<file path="src/rtl/core/hsl2rgb_pkg.sv">
// constants and types shared by the hsl to rgb conversion pipeline
package hsl2rgb_pkg;

  // field widths
  localparam int HUE_W = 9;
  localparam int PCT_W = 7;
  localparam int CH_W  = 8;

  // internal widths
  localparam int SPAN_W = 8;   // 100 - |2l - 100|, signed, -54..100
  localparam int SS_W   = 16;  // span * s, signed
  localparam int LM_W   = 20;  // l * 6000, unsigned
  localparam int T_W    = 6;   // hue fraction in degrees, 0..60
  localparam int UNIT_W = 24;  // values over the 600000 denominator, signed
  localparam int MAG_W  = 22;  // magnitude of a positive unit value
  localparam int P_W    = 27;  // unit value times 17
  localparam int N_W    = 18;  // (unit * 17) / 64 below the clamp level
  localparam int PRD_W  = 37;  // reciprocal product

  // hue geometry
  localparam logic [HUE_W-1:0] HUE_LIMIT  = 9'd360;
  localparam logic [HUE_W-1:0] SECTOR_DEG = 9'd60;
  localparam logic [HUE_W-1:0] PAIR_DEG   = 9'd120;

  // lightness midpoint and span terms
  localparam logic [PCT_W-1:0] L_HALF   = 7'd50;
  localparam logic [8:0]       SPAN_TOP = 9'd200;

  // scale factors in units of 1/600000
  localparam logic [LM_W-1:0]          L_UNIT   = 20'd6000;
  localparam logic signed [UNIT_W-1:0] C_FACTOR = 24'sd60;
  localparam logic signed [UNIT_W-1:0] M_FACTOR = 24'sd30;

  // 255/600000 = 17/40000; 40000 = 64 * 625
  localparam logic [P_W-1:0]   SCALE_NUM  = 27'd17;
  localparam logic [P_W-1:0]   CLAMP_LVL  = 27'd10240000;  // 256 * 40000
  localparam int               DIV_SHIFT  = 6;
  localparam logic [PRD_W-1:0] RECIP_625  = 37'd429497;    // ceil(2^28 / 625)
  localparam int               RECIP_SH   = 28;
  localparam logic [CH_W-1:0]  FULL_SCALE = 8'd255;

  // 60-degree sector of the hue wheel
  typedef enum logic [2:0] {
    SEC_RED_YEL = 3'd0,
    SEC_YEL_GRN = 3'd1,
    SEC_GRN_CYN = 3'd2,
    SEC_CYN_BLU = 3'd3,
    SEC_BLU_MAG = 3'd4,
    SEC_MAG_RED = 3'd5
  } sector_t;

  // per-channel clamp flags after scaling
  typedef struct packed {
    logic pos;   // unit value above zero
    logic over;  // scaled value past full scale, at 256 or more
  } ch_flags_t;

endpackage

</file>
<file path="src/rtl/core/hsl_to_rgb_converter.sv">
// hsl to rgb color converter, six-stage pipeline
//
//  channel | ports                                          | direction | beat
//  --------+------------------------------------------------+-----------+-----------------------
//  input   | start, busy, in_hue_deg, in_saturation_pct,    | in        | start && !busy
//          | in_lightness_pct                               |           |
//  result  | out_valid, out_red, out_green, out_blue,       | out       | out_valid, one cycle
//          | out_hue_error                                  |           |
//
// one color is taken every cycle; busy is never raised
// each result leaves once its input beat has passed through the six register stages
// (decode, span product, chroma products, channel sums, scale, reciprocal divide)
// reset clears the stage valid bits only; payload registers carry no reset
// the receiver cannot stall, so results are never held back
module hsl_to_rgb_converter (
  input  logic                            clk,
  input  logic                            rst_n,
  input  logic                            start,
  output logic                            busy,
  input  logic [hsl2rgb_pkg::HUE_W-1:0]   in_hue_deg,
  input  logic [hsl2rgb_pkg::PCT_W-1:0]   in_saturation_pct,
  input  logic [hsl2rgb_pkg::PCT_W-1:0]   in_lightness_pct,
  output logic                            out_valid,
  output logic [hsl2rgb_pkg::CH_W-1:0]    out_red,
  output logic [hsl2rgb_pkg::CH_W-1:0]    out_green,
  output logic [hsl2rgb_pkg::CH_W-1:0]    out_blue,
  output logic                            out_hue_error
);
  import hsl2rgb_pkg::*;

  // stage valid bits
  logic v1_r, v2_r, v3_r, v4_r, v5_r, v6_r;
  logic in_beat;

  // stage 1: hue decode and lightness span
  logic signed [SPAN_W-1:0] span_r, span_nxt;
  logic [PCT_W-1:0]         sat_r, lit_r;
  logic [T_W-1:0]           t1_r, t_nxt;
  sector_t                  sec1_r, sec_nxt;
  logic                     err1_r, err_nxt;
  logic [HUE_W-1:0]         hue_off;
  logic [HUE_W-1:0]         hue_mod;
  logic [8:0]               span_wide;

  // stage 2: span times saturation
  logic signed [SS_W-1:0] ss_r, ss_nxt;
  logic [LM_W-1:0]        lm_r, lm_nxt;
  logic [T_W-1:0]         t2_r;
  sector_t                sec2_r;
  logic                   err2_r;

  // stage 3: chroma, hue term and offset
  logic signed [UNIT_W-1:0] c_r, x_r, m_r, c_nxt, x_nxt, m_nxt;
  logic signed [UNIT_W-1:0] ss_ext, t_ext, half_c;
  sector_t                  sec3_r;
  logic                     err3_r;

  // stage 4: channel unit values
  logic signed [UNIT_W-1:0] u_r [3];
  logic signed [UNIT_W-1:0] u_nxt [3];
  logic                     err4_r;

  // stage 5: scale by 17/64 and clamp flags
  logic [N_W-1:0] n_r [3];
  logic [N_W-1:0] n_nxt [3];
  ch_flags_t      fl_r [3];
  ch_flags_t      fl_nxt [3];
  logic [P_W-1:0] p_w [3];
  logic           err5_r;

  // stage 6: divide by 625 through a reciprocal
  logic [PRD_W-1:0] prd_w [3];
  logic [CH_W-1:0]  ch_nxt [3];
  logic [CH_W-1:0]  red_r, green_r, blue_r;
  logic             err6_r;

  assign busy    = 1'b0;
  assign in_beat = start && !busy;

  // valid chain
  always_ff @(posedge clk) begin
    if (!rst_n) begin
      v1_r <= 1'b0;
      v2_r <= 1'b0;
      v3_r <= 1'b0;
      v4_r <= 1'b0;
      v5_r <= 1'b0;
      v6_r <= 1'b0;
    end else begin
      v1_r <= in_beat;
      v2_r <= v1_r;
      v3_r <= v2_r;
      v4_r <= v3_r;
      v5_r <= v4_r;
      v6_r <= v5_r;
    end
  end

  // sector, fraction within the 120-degree pair, lightness span
  always_comb begin
    err_nxt = (in_hue_deg >= HUE_LIMIT);
    if (in_hue_deg < SECTOR_DEG) begin
      sec_nxt = SEC_RED_YEL;
      hue_off = '0;
    end else if (in_hue_deg < HUE_W'(2 * SECTOR_DEG)) begin
      sec_nxt = SEC_YEL_GRN;
      hue_off = '0;
    end else if (in_hue_deg < HUE_W'(3 * SECTOR_DEG)) begin
      sec_nxt = SEC_GRN_CYN;
      hue_off = PAIR_DEG;
    end else if (in_hue_deg < HUE_W'(4 * SECTOR_DEG)) begin
      sec_nxt = SEC_CYN_BLU;
      hue_off = PAIR_DEG;
    end else if (in_hue_deg < HUE_W'(5 * SECTOR_DEG)) begin
      sec_nxt = SEC_BLU_MAG;
      hue_off = HUE_W'(2 * PAIR_DEG);
    end else begin
      sec_nxt = SEC_MAG_RED;
      hue_off = HUE_W'(2 * PAIR_DEG);
    end
    hue_mod = in_hue_deg - hue_off;
    // t = 60 - |hue mod 120 - 60|
    if (hue_mod >= SECTOR_DEG) begin
      t_nxt = T_W'(PAIR_DEG - hue_mod);
    end else begin
      t_nxt = T_W'(hue_mod);
    end
    // span = 100 - |2l - 100|
    if (in_lightness_pct >= L_HALF) begin
      span_wide = SPAN_TOP - {1'b0, in_lightness_pct, 1'b0};
    end else begin
      span_wide = {1'b0, in_lightness_pct, 1'b0};
    end
    span_nxt = $signed(span_wide[SPAN_W-1:0]);
  end

  // span product and lightness offset
  always_comb begin
    ss_nxt = SS_W'(span_r) * SS_W'($signed({1'b0, sat_r}));
    lm_nxt = LM_W'(lit_r) * L_UNIT;
  end

  // chroma c, hue term x and offset m
  always_comb begin
    ss_ext = UNIT_W'(ss_r);
    t_ext  = $signed(UNIT_W'(t2_r));
    half_c = ss_ext * M_FACTOR;
    c_nxt  = ss_ext * C_FACTOR;
    x_nxt  = ss_ext * t_ext;
    m_nxt  = $signed(UNIT_W'(lm_r)) - half_c;
  end

  // channel order from the sector
  always_comb begin
    unique case (sec3_r)
      SEC_RED_YEL: begin
        u_nxt[0] = c_r + m_r; u_nxt[1] = x_r + m_r; u_nxt[2] = m_r;
      end
      SEC_YEL_GRN: begin
        u_nxt[0] = x_r + m_r; u_nxt[1] = c_r + m_r; u_nxt[2] = m_r;
      end
      SEC_GRN_CYN: begin
        u_nxt[0] = m_r;       u_nxt[1] = c_r + m_r; u_nxt[2] = x_r + m_r;
      end
      SEC_CYN_BLU: begin
        u_nxt[0] = m_r;       u_nxt[1] = x_r + m_r; u_nxt[2] = c_r + m_r;
      end
      SEC_BLU_MAG: begin
        u_nxt[0] = x_r + m_r; u_nxt[1] = m_r;       u_nxt[2] = c_r + m_r;
      end
      SEC_MAG_RED: begin
        u_nxt[0] = c_r + m_r; u_nxt[1] = m_r;       u_nxt[2] = x_r + m_r;
      end
      default: begin
        u_nxt[0] = m_r;       u_nxt[1] = m_r;       u_nxt[2] = m_r;
      end
    endcase
  end

  // times 17, clamp test, drop six low bits
  always_comb begin
    for (int i = 0; i < 3; i++) begin
      p_w[i]        = P_W'(u_r[i][MAG_W-1:0]) * SCALE_NUM;
      fl_nxt[i].pos  = !u_r[i][UNIT_W-1] && (u_r[i] != '0);
      fl_nxt[i].over = (p_w[i] >= CLAMP_LVL);
      n_nxt[i]       = p_w[i][DIV_SHIFT +: N_W];
    end
  end

  // divide by 625 and pick zero, full scale or quotient
  always_comb begin
    for (int i = 0; i < 3; i++) begin
      prd_w[i] = PRD_W'(n_r[i]) * RECIP_625;
      if (err5_r || !fl_r[i].pos) begin
        ch_nxt[i] = '0;
      end else if (fl_r[i].over) begin
        ch_nxt[i] = FULL_SCALE;
      end else begin
        ch_nxt[i] = prd_w[i][RECIP_SH +: CH_W];
      end
    end
  end

  // payload registers
  always_ff @(posedge clk) begin
    span_r  <= span_nxt;
    sat_r   <= in_saturation_pct;
    lit_r   <= in_lightness_pct;
    t1_r    <= t_nxt;
    sec1_r  <= sec_nxt;
    err1_r  <= err_nxt;

    ss_r    <= ss_nxt;
    lm_r    <= lm_nxt;
    t2_r    <= t1_r;
    sec2_r  <= sec1_r;
    err2_r  <= err1_r;

    c_r     <= c_nxt;
    x_r     <= x_nxt;
    m_r     <= m_nxt;
    sec3_r  <= sec2_r;
    err3_r  <= err2_r;

    for (int i = 0; i < 3; i++) begin
      u_r[i]  <= u_nxt[i];
      n_r[i]  <= n_nxt[i];
      fl_r[i] <= fl_nxt[i];
    end
    err4_r  <= err3_r;
    err5_r  <= err4_r;

    red_r   <= ch_nxt[0];
    green_r <= ch_nxt[1];
    blue_r  <= ch_nxt[2];
    err6_r  <= err5_r;
  end

  assign out_valid     = v6_r;
  assign out_red       = red_r;
  assign out_green     = green_r;
  assign out_blue      = blue_r;
  assign out_hue_error = err6_r;

  // every result comes from a matching earlier input beat
  a_latency: assert property (@(posedge clk) disable iff (!rst_n)
    out_valid |-> $past(in_beat, 6))
    else $error("result without matching input beat");

  // error flag follows the hue of that beat
  a_err_hue: assert property (@(posedge clk) disable iff (!rst_n)
    out_valid |-> (out_hue_error == ($past(in_hue_deg, 6) >= HUE_LIMIT)))
    else $error("hue error flag does not match input hue");

  // out-of-range hue gives black
  a_err_zero: assert property (@(posedge clk) disable iff (!rst_n)
    out_valid && out_hue_error |-> (out_red == '0) && (out_green == '0) && (out_blue == '0))
    else $error("channels not zero on hue error");

  // zero saturation gives a grey
  a_grey: assert property (@(posedge clk) disable iff (!rst_n)
    out_valid && !out_hue_error && ($past(in_saturation_pct, 6) == '0)
      |-> (out_red == out_green) && (out_green == out_blue))
    else $error("zero saturation did not give equal channels");

endmodule
</file>
<file path="config.mk">
export PLATFORM = sky130hd
export DESIGN_NAME = hsl_to_rgb_converter
export DESIGN_NICKNAME = d
export VERILOG_FILES = /design/src/rtl/core/hsl2rgb_pkg.sv /design/src/rtl/core/hsl_to_rgb_converter.sv
export SDC_FILE = /design/constraint.sdc
export NUM_CORES = 2
export LEC_CHECK = 0
export BUFFER_PORTS_ARGS = -buffer_cell sky130_fd_sc_hd__buf_2
export CAP_MARGIN = 25
export CORE_ASPECT_RATIO = 0.5
export CORE_MARGIN = 8
export CORE_UTILIZATION = 48
export CTS_BUF_LIST = sky130_fd_sc_hd__clkbuf_8
export CTS_CLUSTER_DIAMETER = 60
export DETAILED_ROUTE_END_ITERATION = 10
export SYNTH_ARGS = -nofsm -noshare
export SYNTH_HDL_FRONTEND = slang
export SYNTH_SLANG_ARGS = --single-unit
</file>
<file path="constraint.sdc">
create_clock -name clk -period 11.27 [get_ports clk]
set_input_delay 2.254 -clock clk [delete_from_list [all_inputs] [get_ports clk]]
set_output_delay 2.254 -clock clk [all_outputs]
set_load 0.01 [all_outputs]
</file>
==> impl_metrics.toml <==
[logic_synthesis]
synth.avg_cell_area_sq_um = 9.66
synth.distinct_cells = 75
synth.yosys.seq_area_share_pct = 15.4
synth_area_leaders = "fa_1 28%, ha_1 24%, dfxtp_1 15%"
syn_area_sq_um = 38900
synth_flop_cell = "dfxtp_1"
synth-compound-area-share_pct = 10.7
synth_top_area_share_pct = 27.5
ys_ff_latch = 299
synth_most_common_cell = "inv_1"
async_flop_share_pct = 0
synth_fa_ha_area_share_pct = 51.4
synthCells = 4030
yosysWarnings = 0
muxShareOfSynthArea_pct = 0.585
synth_enable_flop_cells = 0
synth_top_family_by_area = "adder cells"
synth_nets = 5335
synth_common_cells = "920 x inv_1, 744 x ha_1, 535 x fa_1"
synth_top_area_cell = "fa_1"
synthSimpleGateAreaFrac_pct = 7.60
synth_xor_area_share_pct = 4.92

[place]
place_congestion = 0.924
postPlaceCellArea_sq_um = 40400
dp_hpwl_um = 78400
port_buffers = 51
dp.cells = 5125

[timing]
tightest_slew_ns = 1.04
slew_headroom_pct = 29.7
whs_ns = 0.322
fin_crit_ns = 6.20
setup_tns_ns = 0
setup_violations = 0
fin_crit_sh_pct = 55.0
hold_viol = 0
rsz0062_at_grt = "false"
fin_skew_ns = 0.0444
fmax_ghz = 0.161
drv_slew = 0

[routing]
wl_met3_um = 4550
drc = 0
top_layer_used = "met4"
num_vias = 26900
wirelength_um = 91600
drtPass1Iterations = 5
wl_met2_um = 40100
drt_iter0_drc = 1416
post_drt_wl_per_cell_um = 17.6
vias_per_cell = 5.15
wl_met1_um = 44900
final_antenna_net_count = 0

[setup_path]
startpoint = "n_r[0][46]$_DFF_P_"
cp_top_family = "adder cells"
critPathBufInv = 4
max_stage_delay_ns = 0.54
reg2reg_from = "n_r[0][46]$_DFF_P_"
crit_type = "reg -> reg"
worstSetupEndpointType = "flop"
crit_path_top_delay_cell = "fa_1"
cp-start-kind = "flop"
path_common_cell = "fa_1"
arrival_ns = 6.75
crit_required_ns = 11.82
path_max_fanout = 6
worstPathCellList = "inv_1, ha_1, fa_1, inv_1, fa_1, fa_1, fa_1, inv_1, fa_1, inv_1, ha_1, a21o_1, a21o_1, a2111oi_0, o21a_1, a21oi_1, a211oi_2, o2111ai_1, o31ai_2, xnor2_1, o21a_1"

[die]
die_x_um = 419
fp.dieArea_sq_um = 91000
core_area_sq_um = 79800
num_rows = 73
initial_core_util_pct = 48.8
io_pins = 53
die_h_um = 217

[clocking]
clkTransAtPathRegs_ns = 0.07
clockBufferDepth = 3
cts_tree = "built"
insertion_delay_ns = 0.70
cts_resized = 0
postCtsSetupRepairBufs = 0
cts.sinks = 299
numCtsBuffers = 49
cts_root_buf = "clkbuf_8"
ctsHoldBuffers = 0
htreeDepth = 2

[outcome]
outcome = "finished clean"

[cells_and_area]
diodes = 0
fin_nets = 5394
finalInstanceArea_sq_um = 41600
area_growth_pct = 6.78
post_route_cells_drive_above_1_share_pct = 4.48
layout.cells.non_filler = 5212

[hold_path]
hold_path.class = "reg -> reg"
hp-start = "sec2_r[0]$_DFF_P_"

[global_route]
grt_max_degree = 72
grt_pass1_wl_um = 151000
grt_use_total_pct = 20.5
grt_pass1_vias = 28600
antenna_found_initial = 1
grt_remaining_overflow = 0

[job]
maxCapViolCount = 0
cells by family (layout without fill, tap and decap cells):
kind of cell | Yosys count | in the layout
other | 1 | 1
AOI/OAI and AO/OA | 635 | 635
adders and majority gates | 1279 | 1279
and+or+nand+nor | 604 | 604
DFF | 299 | 299
muxes | 22 | 22
buffers and inverters | 973 | 1068
xor gates and xnor gates | 217 | 217
cells in the final DEF, fill, tap and decap left out, types with 21 or more instances in the layout:
master    instances
a211oi_1         26
a21o_1           61
a21oi_1         165
a31oi_1          22
and2_1          101
buf_2            51
clkbuf_8         58
dfxtp_1         298
fa_1            535
ha_1            744
inv_1           926
nand2_1         177
nand2b_1         24
nand3_1          27
nor2_1          135
nor2b_1          21
nor3_1           33
o21a_1           40
o21ai_0         124
o221ai_1         31
o22ai_1          22
xnor2_1         144
xor2_1           71
worst paths after layout:
path                            end  slack [ns]  depth (start not counted)
min reg2reg       sec3_r[0]$_DFF_P_        0.32                          0
max reg2reg  out_blue[7]$_SDFF_PP0_        5.07                         21
max          out_blue[7]$_SDFF_PP0_        5.07                         21
min               sec3_r[0]$_DFF_P_        0.32                          0
routing by layer:
layer	vias up	GRT usage (%)
li1	13200	-
met1	13000	29.2
met2	516	32.5
met3	125	3.53
met4	0	4.86
met5	-	0
metrics by stage:
stage	setup WS [ns]	util, %
floorplan	5.52	-
global placement	5.17	50.6
detailed placement	5.10	50.6
CTS	5.03	52.1
global route	4.61	52.1
finish	5.07	52.1
cell type report:
cell class / instances / area, sq um
multi-input cells: 2758 / 29300
inverters: 921 / 3460
fillers: 7357 / 38300
clock inverters: 29 / 353
well taps: 1087 / 1360
repair buffers: 60 / 323
clock buffers: 58 / 798
flip-flops and latches: 299 / 5990
sequential cells by signal (all words and copies together) (netlist names), 6 cells and up:
register	count
t1_r	6
n_r	54
sat_r	7
t2_r	6
lit_r	7
out_green	8
out_red	8
u_r	69
fl_r	6
ss_r	15
m_r	20
x_r	22
c_r	20
span_r	6
out_blue	8
lm_r	16
Power is not shown: default switching activity piles up to over one toggle a cycle in this logic, so the estimate is an artifact.
